### config.mk
export PLATFORM = sky130hd
export DESIGN_NAME = xoshiro128_generator_top
export DESIGN_NICKNAME = d
export VERILOG_FILES = /design/src/xoshiro_pkg.sv /design/src/xoshiro_div.sv /design/src/xoshiro_dp.sv /design/src/xoshiro_ctrl.sv /design/src/xoshiro128_generator_top.sv
export VERILOG_INCLUDE_DIRS = /design/src /design/src/src
export SDC_FILE = /design/constraint.sdc
export NUM_CORES = 2
export LEC_CHECK = 0
export ABC_AREA = 1
export BUFFER_PORTS_ARGS = -buffer_cell sky130_fd_sc_hd__buf_4
export CELL_PAD_IN_SITES_DETAIL_PLACEMENT = 1
export CELL_PAD_IN_SITES_GLOBAL_PLACEMENT = 1
export CORE_MARGIN = 2
export CORE_UTILIZATION = 49
export DETAILED_ROUTE_END_ITERATION = 16
export HOLD_SLACK_MARGIN = 0.12
export PLACE_DENSITY = 0.87
export SLEW_MARGIN = 15
export SYNTH_ARGS = -nofsm -noshare
export SYNTH_HDL_FRONTEND = slang
export SYNTH_SLANG_ARGS = --single-unit
### constraint.sdc
create_clock -name clk -period 9.8 [get_ports clk]
set_input_delay 0.98 -clock clk [delete_from_list [all_inputs] [get_ports clk]]
set_output_delay 0.98 -clock clk [all_outputs]
set_load 0.1 [all_outputs]
### src/xoshiro128_generator_top_macros.svh
// assertion macros shared by the xoshiro128 generator rtl
// no dependencies; define NO_ASSERTIONS to compile the checks out
`ifndef XOSHIRO128_GENERATOR_TOP_MACROS_SVH
`define XOSHIRO128_GENERATOR_TOP_MACROS_SVH

`ifndef NO_ASSERTIONS

// same-cycle implication
`define XO_ASSERT_IMPL(label, ck, rn, ante, cons) \
    label: assert property (@(posedge ck) disable iff (!rn) (ante) |-> (cons)) \
        else $error("xoshiro check failed (same cycle)");

// next-cycle implication
`define XO_ASSERT_NEXT(label, ck, rn, ante, cons) \
    label: assert property (@(posedge ck) disable iff (!rn) (ante) |=> (cons)) \
        else $error("xoshiro check failed (next cycle)");

`else

`define XO_ASSERT_IMPL(label, ck, rn, ante, cons)
`define XO_ASSERT_NEXT(label, ck, rn, ante, cons)

`endif

`endif

### src/xoshiro_pkg.sv
// shared types and codes for the xoshiro128 generator
// no dependencies
package xoshiro_pkg;

    localparam int WORD_W = 32;

    typedef logic [WORD_W-1:0] word_t;
    typedef logic [1:0]        action_t;

    // request codes
    localparam action_t ACT_STARSTAR = 2'd0;
    localparam action_t ACT_PLUS     = 2'd1;
    localparam action_t ACT_RANGED   = 2'd2;
    localparam action_t ACT_SEED     = 2'd3;

    // controller to datapath commands
    typedef struct packed {
        logic seed_wr;
        logic draw_ss;
        logic draw_plus;
        logic load_range;
        logic div_start;
        logic div_sel_quot;
        logic load_scale;
        logic load_limit;
        logic add_low;
        logic emit;
    } cmd_t;

    // datapath to controller status
    typedef struct packed {
        logic range_zero;
        logic reject;
        logic div_done;
        logic out_free;
    } sts_t;

endpackage

### src/xoshiro_div.sv
// restoring divider, one quotient bit per cycle
// depends on xoshiro_pkg and the assertion macro header
`include "xoshiro128_generator_top_macros.svh"

module xoshiro_div
    import xoshiro_pkg::*;
(
    input  logic  clk,
    input  logic  rst_n,
    input  logic  start,
    input  word_t dividend,
    input  word_t divisor,
    output logic  done,
    output word_t quotient
);

    localparam int CNT_W = $clog2(WORD_W);

    logic              busy_reg, busy_next;
    logic              done_reg, done_next;
    logic [CNT_W-1:0]  cnt_reg,  cnt_next;
    word_t             rem_reg,  rem_next;
    word_t             quo_reg,  quo_next;
    word_t             dsr_reg,  dsr_next;
    logic [WORD_W:0]   shifted;
    logic [WORD_W:0]   trial;

    always_comb
    begin
        busy_next = busy_reg;
        done_next = 1'b0;
        cnt_next  = cnt_reg;
        rem_next  = rem_reg;
        quo_next  = quo_reg;
        dsr_next  = dsr_reg;
        shifted   = {rem_reg, quo_reg[WORD_W-1]};
        trial     = shifted - {1'b0, dsr_reg};
        if (start)
        begin
            busy_next = 1'b1;
            cnt_next  = '0;
            rem_next  = '0;
            quo_next  = dividend;
            dsr_next  = divisor;
        end
        else if (busy_reg)
        begin
            if (!trial[WORD_W])
            begin
                rem_next = trial[WORD_W-1:0];
                quo_next = {quo_reg[WORD_W-2:0], 1'b1};
            end
            else
            begin
                rem_next = shifted[WORD_W-1:0];
                quo_next = {quo_reg[WORD_W-2:0], 1'b0};
            end
            cnt_next = cnt_reg + 1'b1;
            if (cnt_reg == CNT_W'(WORD_W - 1))
            begin
                busy_next = 1'b0;
                done_next = 1'b1;
            end
        end
    end

    always_ff @(posedge clk or negedge rst_n)
    begin
        if (!rst_n)
        begin
            busy_reg <= 1'b0;
            done_reg <= 1'b0;
            cnt_reg  <= '0;
        end
        else
        begin
            busy_reg <= busy_next;
            done_reg <= done_next;
            cnt_reg  <= cnt_next;
        end
    end

    always_ff @(posedge clk)
    begin
        rem_reg <= rem_next;
        quo_reg <= quo_next;
        dsr_reg <= dsr_next;
    end

    assign done     = done_reg;
    assign quotient = quo_reg;

    `XO_ASSERT_NEXT(a_start_busy, clk, rst_n, start, busy_reg)
    `XO_ASSERT_IMPL(a_done_idle, clk, rst_n, done_reg, !busy_reg)

endmodule

### src/xoshiro_dp.sv
// datapath: generator state, draw logic, range registers, divider, output register
// depends on xoshiro_pkg, xoshiro_div and the assertion macro header
`include "xoshiro128_generator_top_macros.svh"

module xoshiro_dp
    import xoshiro_pkg::*;
(
    input  logic       clk,
    input  logic       rst_n,
    input  cmd_t       cmd,
    output sts_t       sts,
    input  logic [1:0] seed_index,
    input  word_t      seed_word,
    input  word_t      range_low,
    input  word_t      range_high,
    input  logic       out_ready,
    output logic       out_valid,
    output word_t      value
);

    word_t s_reg [4];
    word_t s_next [4];
    word_t r_reg, r_next;
    word_t range_reg, low_reg, scale_reg, limit_reg;
    word_t out_value_reg;
    logic  out_valid_reg, out_valid_next;
    word_t mul5, rot7, starstar, plus_out, tshift;
    word_t div_a, div_b, div_q;
    logic  div_done;

    // star-star and plus outputs from the current state
    always_comb
    begin
        mul5     = (s_reg[1] << 2) + s_reg[1];
        rot7     = {mul5[WORD_W-8:0], mul5[WORD_W-1:WORD_W-7]};
        starstar = (rot7 << 3) + rot7;
        plus_out = s_reg[0] + s_reg[3];
    end

    // state update
    always_comb
    begin
        word_t n0, n1, n2, n3;
        tshift = s_reg[1] << 9;
        n2 = s_reg[2] ^ s_reg[0];
        n3 = s_reg[3] ^ s_reg[1];
        n1 = s_reg[1] ^ n2;
        n0 = s_reg[0] ^ n3;
        n2 = n2 ^ tshift;
        n3 = {n3[WORD_W-12:0], n3[WORD_W-1:WORD_W-11]};
        s_next = s_reg;
        if (cmd.draw_ss || cmd.draw_plus)
        begin
            s_next[0] = n0;
            s_next[1] = n1;
            s_next[2] = n2;
            s_next[3] = n3;
        end
        else if (cmd.seed_wr)
        begin
            s_next[seed_index] = seed_word;
        end
    end

    always_comb
    begin
        r_next = r_reg;
        if (cmd.draw_ss)
        begin
            r_next = starstar;
        end
        else if (cmd.draw_plus)
        begin
            r_next = plus_out;
        end
        else if (cmd.add_low)
        begin
            r_next = div_q + low_reg;
        end
    end

    always_comb
    begin
        out_valid_next = out_valid_reg;
        if (cmd.emit)
        begin
            out_valid_next = 1'b1;
        end
        else if (out_ready)
        begin
            out_valid_next = 1'b0;
        end
    end

    always_ff @(posedge clk or negedge rst_n)
    begin
        if (!rst_n)
        begin
            for (int i = 0; i < 4; i++)
            begin
                s_reg[i] <= '0;
            end
            out_valid_reg <= 1'b0;
        end
        else
        begin
            s_reg         <= s_next;
            out_valid_reg <= out_valid_next;
        end
    end

    always_ff @(posedge clk)
    begin
        r_reg <= r_next;
        if (cmd.load_range)
        begin
            range_reg <= (range_high - range_low) + 1'b1;
            low_reg   <= range_low;
        end
        if (cmd.load_scale)
        begin
            scale_reg <= div_q;
        end
        if (cmd.load_limit)
        begin
            limit_reg <= range_reg * scale_reg;
        end
        if (cmd.emit)
        begin
            out_value_reg <= r_reg;
        end
    end

    // scale = all ones / range, then the draw / scale
    assign div_a = cmd.div_sel_quot ? r_reg : '1;
    assign div_b = cmd.div_sel_quot ? scale_reg : range_reg;

    xoshiro_div u_div (
        .clk      (clk),
        .rst_n    (rst_n),
        .start    (cmd.div_start),
        .dividend (div_a),
        .divisor  (div_b),
        .done     (div_done),
        .quotient (div_q)
    );

    assign sts.range_zero = (range_reg == '0);
    assign sts.reject     = (r_reg >= limit_reg);
    assign sts.div_done   = div_done;
    assign sts.out_free   = !out_valid_reg || out_ready;

    assign out_valid = out_valid_reg;
    assign value     = out_value_reg;

    // an unseeded generator stays unseeded across a draw
    `XO_ASSERT_NEXT(a_zero_state, clk, rst_n,
        (s_reg[0] == '0) && (s_reg[1] == '0) && (s_reg[2] == '0) && (s_reg[3] == '0)
        && (cmd.draw_ss || cmd.draw_plus) && !cmd.seed_wr,
        (s_reg[0] == '0) && (s_reg[1] == '0) && (s_reg[2] == '0) && (s_reg[3] == '0))

endmodule

### src/xoshiro_ctrl.sv
// controller state machine for the xoshiro128 generator
// depends on xoshiro_pkg and the assertion macro header
`include "xoshiro128_generator_top_macros.svh"

module xoshiro_ctrl
    import xoshiro_pkg::*;
(
    input  logic    clk,
    input  logic    rst_n,
    input  logic    in_valid,
    output logic    in_ready,
    input  action_t action,
    input  sts_t    sts,
    output cmd_t    cmd
);

    localparam logic [2:0] ST_IDLE       = 3'd0;
    localparam logic [2:0] ST_RANGE_CHK  = 3'd1;
    localparam logic [2:0] ST_WAIT_SCALE = 3'd2;
    localparam logic [2:0] ST_LIMIT      = 3'd3;
    localparam logic [2:0] ST_DRAW       = 3'd4;
    localparam logic [2:0] ST_CHECK      = 3'd5;
    localparam logic [2:0] ST_WAIT_Q     = 3'd6;
    localparam logic [2:0] ST_EMIT       = 3'd7;

    logic [2:0] state_reg, state_next;

    assign in_ready = (state_reg == ST_IDLE);

    always_comb
    begin
        state_next = state_reg;
        cmd        = '0;
        case (state_reg)
            ST_IDLE:
            begin
                if (in_valid)
                begin
                    case (action)
                        ACT_STARSTAR:
                        begin
                            cmd.draw_ss = 1'b1;
                            state_next  = ST_EMIT;
                        end
                        ACT_PLUS:
                        begin
                            cmd.draw_plus = 1'b1;
                            state_next    = ST_EMIT;
                        end
                        ACT_RANGED:
                        begin
                            cmd.load_range = 1'b1;
                            state_next     = ST_RANGE_CHK;
                        end
                        default:
                        begin
                            cmd.seed_wr = 1'b1;
                        end
                    endcase
                end
            end
            ST_RANGE_CHK:
            begin
                if (sts.range_zero)
                begin
                    state_next = ST_DRAW;
                end
                else
                begin
                    cmd.div_start = 1'b1;
                    state_next    = ST_WAIT_SCALE;
                end
            end
            ST_WAIT_SCALE:
            begin
                if (sts.div_done)
                begin
                    cmd.load_scale = 1'b1;
                    state_next     = ST_LIMIT;
                end
            end
            ST_LIMIT:
            begin
                cmd.load_limit = 1'b1;
                state_next     = ST_DRAW;
            end
            ST_DRAW:
            begin
                cmd.draw_ss = 1'b1;
                state_next  = ST_CHECK;
            end
            ST_CHECK:
            begin
                if (sts.range_zero)
                begin
                    state_next = ST_EMIT;
                end
                else if (sts.reject)
                begin
                    state_next = ST_DRAW;
                end
                else
                begin
                    cmd.div_start    = 1'b1;
                    cmd.div_sel_quot = 1'b1;
                    state_next       = ST_WAIT_Q;
                end
            end
            ST_WAIT_Q:
            begin
                if (sts.div_done)
                begin
                    cmd.add_low = 1'b1;
                    state_next  = ST_EMIT;
                end
            end
            ST_EMIT:
            begin
                if (sts.out_free)
                begin
                    cmd.emit   = 1'b1;
                    state_next = ST_IDLE;
                end
            end
            default:
            begin
                state_next = ST_IDLE;
            end
        endcase
    end

    always_ff @(posedge clk or negedge rst_n)
    begin
        if (!rst_n)
        begin
            state_reg <= ST_IDLE;
        end
        else
        begin
            state_reg <= state_next;
        end
    end

    `XO_ASSERT_IMPL(a_emit_free, clk, rst_n, cmd.emit, sts.out_free)
    `XO_ASSERT_NEXT(a_reject_redraw, clk, rst_n,
        (state_reg == ST_CHECK) && !sts.range_zero && sts.reject, state_reg == ST_DRAW)

endmodule

### src/xoshiro128_generator_top.sv
// star-star or plus draw: draw register, then output register once that is free
// ranged draw: two divider passes plus a redraw per reject; a range that wraps to zero skips
// both divider passes; requests are taken one at a time
// the output register lets the next request enter while a result waits to be taken
// reset (rst_n, async, active low): state words cleared to zero, controller idle, no result
// depends on xoshiro_pkg, xoshiro_ctrl, xoshiro_dp
module xoshiro128_generator_top
    import xoshiro_pkg::*;
(
    input  logic       clk,
    input  logic       rst_n,
    // request channel
    input  logic       in_valid,
    output logic       in_ready,
    input  logic [1:0] action,
    input  logic [1:0] seed_index,
    input  word_t      seed_word,
    input  word_t      range_low,
    input  word_t      range_high,
    // result channel
    output logic       out_valid,
    input  logic       out_ready,
    output word_t      value
);

    // command and status bundles between sequencer and datapath
    cmd_t cmd;
    sts_t sts;

    // sequencer: decodes the request, steps through range setup,
    // draw and reject loop, final division and the hand-off to the output register
    xoshiro_ctrl u_ctrl (
        .clk      (clk),
        .rst_n    (rst_n),
        .in_valid (in_valid),
        .in_ready (in_ready),
        .action   (action),
        .sts      (sts),
        .cmd      (cmd)
    );

    // datapath: four state words, draw logic, shared serial divider,
    // limit multiplier and the output register that holds a result until its transfer
    xoshiro_dp u_dp (
        .clk        (clk),
        .rst_n      (rst_n),
        .cmd        (cmd),
        .sts        (sts),
        .seed_index (seed_index),
        .seed_word  (seed_word),
        .range_low  (range_low),
        .range_high (range_high),
        .out_ready  (out_ready),
        .out_valid  (out_valid),
        .value      (value)
    );

endmodule
==> results by group <==
Critical path
  • Startpoint types: flip-flop
  • Endpoint class of the critical path: flip-flop
  • CP Data Arrival Time: 8070 ps
  • Required time of the critical path: 10210 ps
  • Kind of critical path: flip-flop to flip-flop
  • Max FO, Critical Path: 22

Clock network
  • Worst-Skew Late Latency: slightly below 700 ps
  • CTS Root Buffer Type: clkbuf_16
  • # hold bufs at CTS: 0
  • CTS tree: done
  • Max clock buf depth: 3
  • CTS Buf Count: 53
  • Clk sink count: 427
  • Post-cts resize count: 0
  • Worst-path clk slew: 70 ps
  • Number of buffers added for setup after CTS: 0
  • H-tree depth: 2

Layout
  • Net count, final: 7109
  • Layout Cell Area excl Fill: 0.05137 mm²
  • Number of flip-flops in the largest register: 128
  • P&R area growth vs syn: 8.241%
  • Fin util: 0.5336
  • Non-Filler Instances: 7546
  • Share of post-route cells with drive strength above 1: 0.05202

Synth
  • Yosys warns: 0
  • Syn_nets: slightly above 7000
  • Netlist cell types: 64
  • Mapped cell area: 0.04746 mm²
  • Syn_area_per_cell: 7.660 µm²
  • Post-synth EDFFs: approximately 260
  • Register area share after synthesis: 0.2488
  • Ys async rst share: 0.3255
  • Prevailing post-synth register cell: edfxtp_1
  • Syn Inst Count: 6196
  • Synthesis-stage register bit count: 427

Detailed routing
  • Met2 WL: approximately 90000 µm
  • Routed Antenna Nets: 0
  • Vias: 44400
  • Vias per cell: a little under 6
  • Pre-antenna DRT Iters: 6
  • Routed length per instance: 25.31 µm
  • Total wire length: 191000 µm
  • Met3 WL post-DR: 12920 µm
  • Uppermost layer routed: met5
  • DRC Markers: 0
  • Met1 WL: between 70000 and 80000 µm
  • Iter 0 DRT Violations: 3411

Placement
  • Final HPWL DP: 149800 µm
  • Dpl ws: 2138 ps
  • Buffers on Ports: 137
  • Gpl congestion: about 0.97
  • Dpl cell area: 0.04951 mm²
  • Placed cells: 7440

Timing
  • RSZ-0062 raised after global routing: false
  • Final worst slack: 2142 ps
  • Clock skew: 36.53 ps
  • Hold WS: 418.0 ps
  • Final slew viol count: 0
  • Final worst path period share: 0.7815
  • Minimum clock period after layout: 7658 ps
  • Post-route setup TNS: 0 ps
  • Slew @ Worst Pin: 1291 ps
  • Max-slew headroom: 0.1303
  • Final setup fails: 0
  • Fmax: approximately 0.13 GHz
  • Hold Violations, Final: 0

Status
  • Status: finished, final reports clean

Global route
  • Total Routing Usage GR: 0.3860
  • Total gr overflow: 0
  • First-pass GRT wire length: 287700 µm
  • Initial antenna violation count: 8
  • Number of global-route vias before repair: 47660
  • Pin count of the biggest net entering global routing: 88

Pwr
  • Pwr Density: 363.1 mW/mm²
  • Total power draw: 18.65 mW
  • Worst VDD drop: roughly 0.23 mV
  • Leakage: ~27 nW

Floorplanning
  • Initial Utilization: 0.4929
  • Core Box Area: 0.09628 mm²
  • Die area: 0.09936 mm²
  • FP Rows: 114
  • Die Y: 315.2 µm
  • Die W: 315.2 µm
  • Num ports: 138

Min path
  • Worst Hold Class: input pin to asynchronous set/reset pin

Run
  • Max_cap viols: 0
## layout by cell type (no fill, tap or decap), types with 9 or more instances in the layout
cell / n
buf_4: 176
nor4_1: 14
o21a_1: 15
a21boi_0: 13
nor3_1: 50
o21ai_0: 291
clkbuf_1: 9
mux2_2: 9
o211ai_1: 11
a21o_1: 33
o21bai_1: 39
o21ai_1: 17
nand3b_1: 23
xor2_1: 117
nand4_1: 49
o32ai_1: 20
a21oi_1: 292
edfxtp_1: 256
a22o_1: 14
or2_2: 13
dfrtp_1: 139
a31oi_1: 47
nand3_1: 288
xnor2_1: 71
clkinv_2: 11
o31ai_1: 14
clkbuf_16: 55
inv_1: 1287
ha_1: 369
nor2_1: 286
nand2_1: 1590
dfxtp_1: 32
o22ai_1: 50
a32oi_1: 32
fa_1: 414
## kinds of logic (layout without fill, tap and decap cells)
logic type / Yosys count / in the layout / synth area share
simple gates: 2345 / 2345 / 0.2026
other cells: 0 / 3 / 0
buf+inv: 1504 / 1575 / 0.1220
flops: 427 / 427 / 0.2488
mux: 11 / 11 / 0.002557
fa+ha+maj: 783 / 783 / 0.2719
xor+xnor: 188 / 188 / 0.03469
compound gates: 938 / 938 / 0.1175
## critical path: stages, from the launching register on
cell	delay, ps
edfxtp_1	1090
nand2_1	200
inv_1	140
fa_1	450
fa_1	500
fa_1	530
inv_1	50
fa_1	480
inv_1	60
fa_1	500
inv_1	60
fa_1	560
inv_1	60
fa_1	500
fa_1	430
ha_1	370
a21oi_1	300
o21ai_0	140
a21oi_1	360
o21ai_0	160
nor2_1	250
inv_1	80
nand2_1	80
nand2_1	40
## report_power, final
group          total [mW]  switching [mW]  internal, mW
clock network        2.07           0.905          1.17
registers            3.76           0.934          2.82
logic                12.8            8.60          4.22
total                18.7            10.4          8.21
## worst paths after layout
check / startpoint / cells past startpoint / endpoint / slack (ps)
min reg2reg: u_dp.u_div.rem_reg[13] / 2 / u_dp.u_div.rem_reg[13] / 480
max reg2reg: u_dp.range_reg[11] / 23 / u_dp.limit_reg[31] / 2140
max in group asynchronous: rst_n / 2 / u_dp.s_reg[81] / 8070
max: u_dp.range_reg[11] / 23 / u_dp.limit_reg[31] / 2140
min in group clk: u_dp.u_div.rem_reg[13] / 2 / u_dp.u_div.rem_reg[13] / 480
min: rst_n / 1 / u_dp.s_reg[74] / 420
## cell usage after synthesis, types with 4 or more instances
cell	count	area share
fa_1	414	0.17
nand4_1	49	0.0065
o22a_1	6	0.0011
o21ai_0	293	0.031
buf_4	10	0.0016
o21bai_1	39	0.0062
o21a_1	15	0.0024
buf_6	6	0.0014
nand2_1	1592	0.13
buf_1	21	0.0017
o31ai_1	15	0.0024
or2_2	13	0.0017
o32ai_1	20	0.0037
dfrtp_1	139	0.073
a21boi_0	13	0.0021
a32o_1	6	0.0013
a31o_2	4	0.00074
xor2_1	117	0.022
a211oi_1	4	0.00063
o21ai_1	15	0.0016
xnor2_1	71	0.013
nor3_1	52	0.0055
nand3_1	288	0.030
nand3b_1	23	0.0036
nor4_1	14	0.0018
ha_1	369	0.097
buf_2	49	0.0052
a31oi_1	47	0.0062
o211ai_1	11	0.0017
a32oi_1	32	0.0059
nand2_2	6	0.00079
dfxtp_1	32	0.013
nor2_1	288	0.023
inv_1	1288	0.10
o32a_1	8	0.0017
o22ai_1	50	0.0066
mux2_2	9	0.0021
a21o_1	33	0.0052
a22o_1	14	0.0026
a221oi_1	5	0.00092
clkbuf_1	123	0.0097
a21oi_1	293	0.031
edfxtp_1	256	0.16
inv_2	5	0.00040
and3_1	4	0.00053
## routing by layer
layer,GRT usage,up-vias
met1,0.4479,22100
li1,-,19720
met2,0.6410,1911
met3,0.05460,666
met4,0.3066,6
met5,0,-
## layout make-up
cell class / count / area (µm²)
multi-input cells: 4265 / 29910
repair buffers: 180 / 1403
flip-flops and latches: 427 / 11810
fillers: 12020 / 44910
well taps: 1276 / 1597
inverters: 1295 / 4861
diodes: 3 / 7.507
clock buffers: 72 / 1520
clock inverters: 28 / 265.3
No activity file was read; power rests on OpenSTA's default activity.
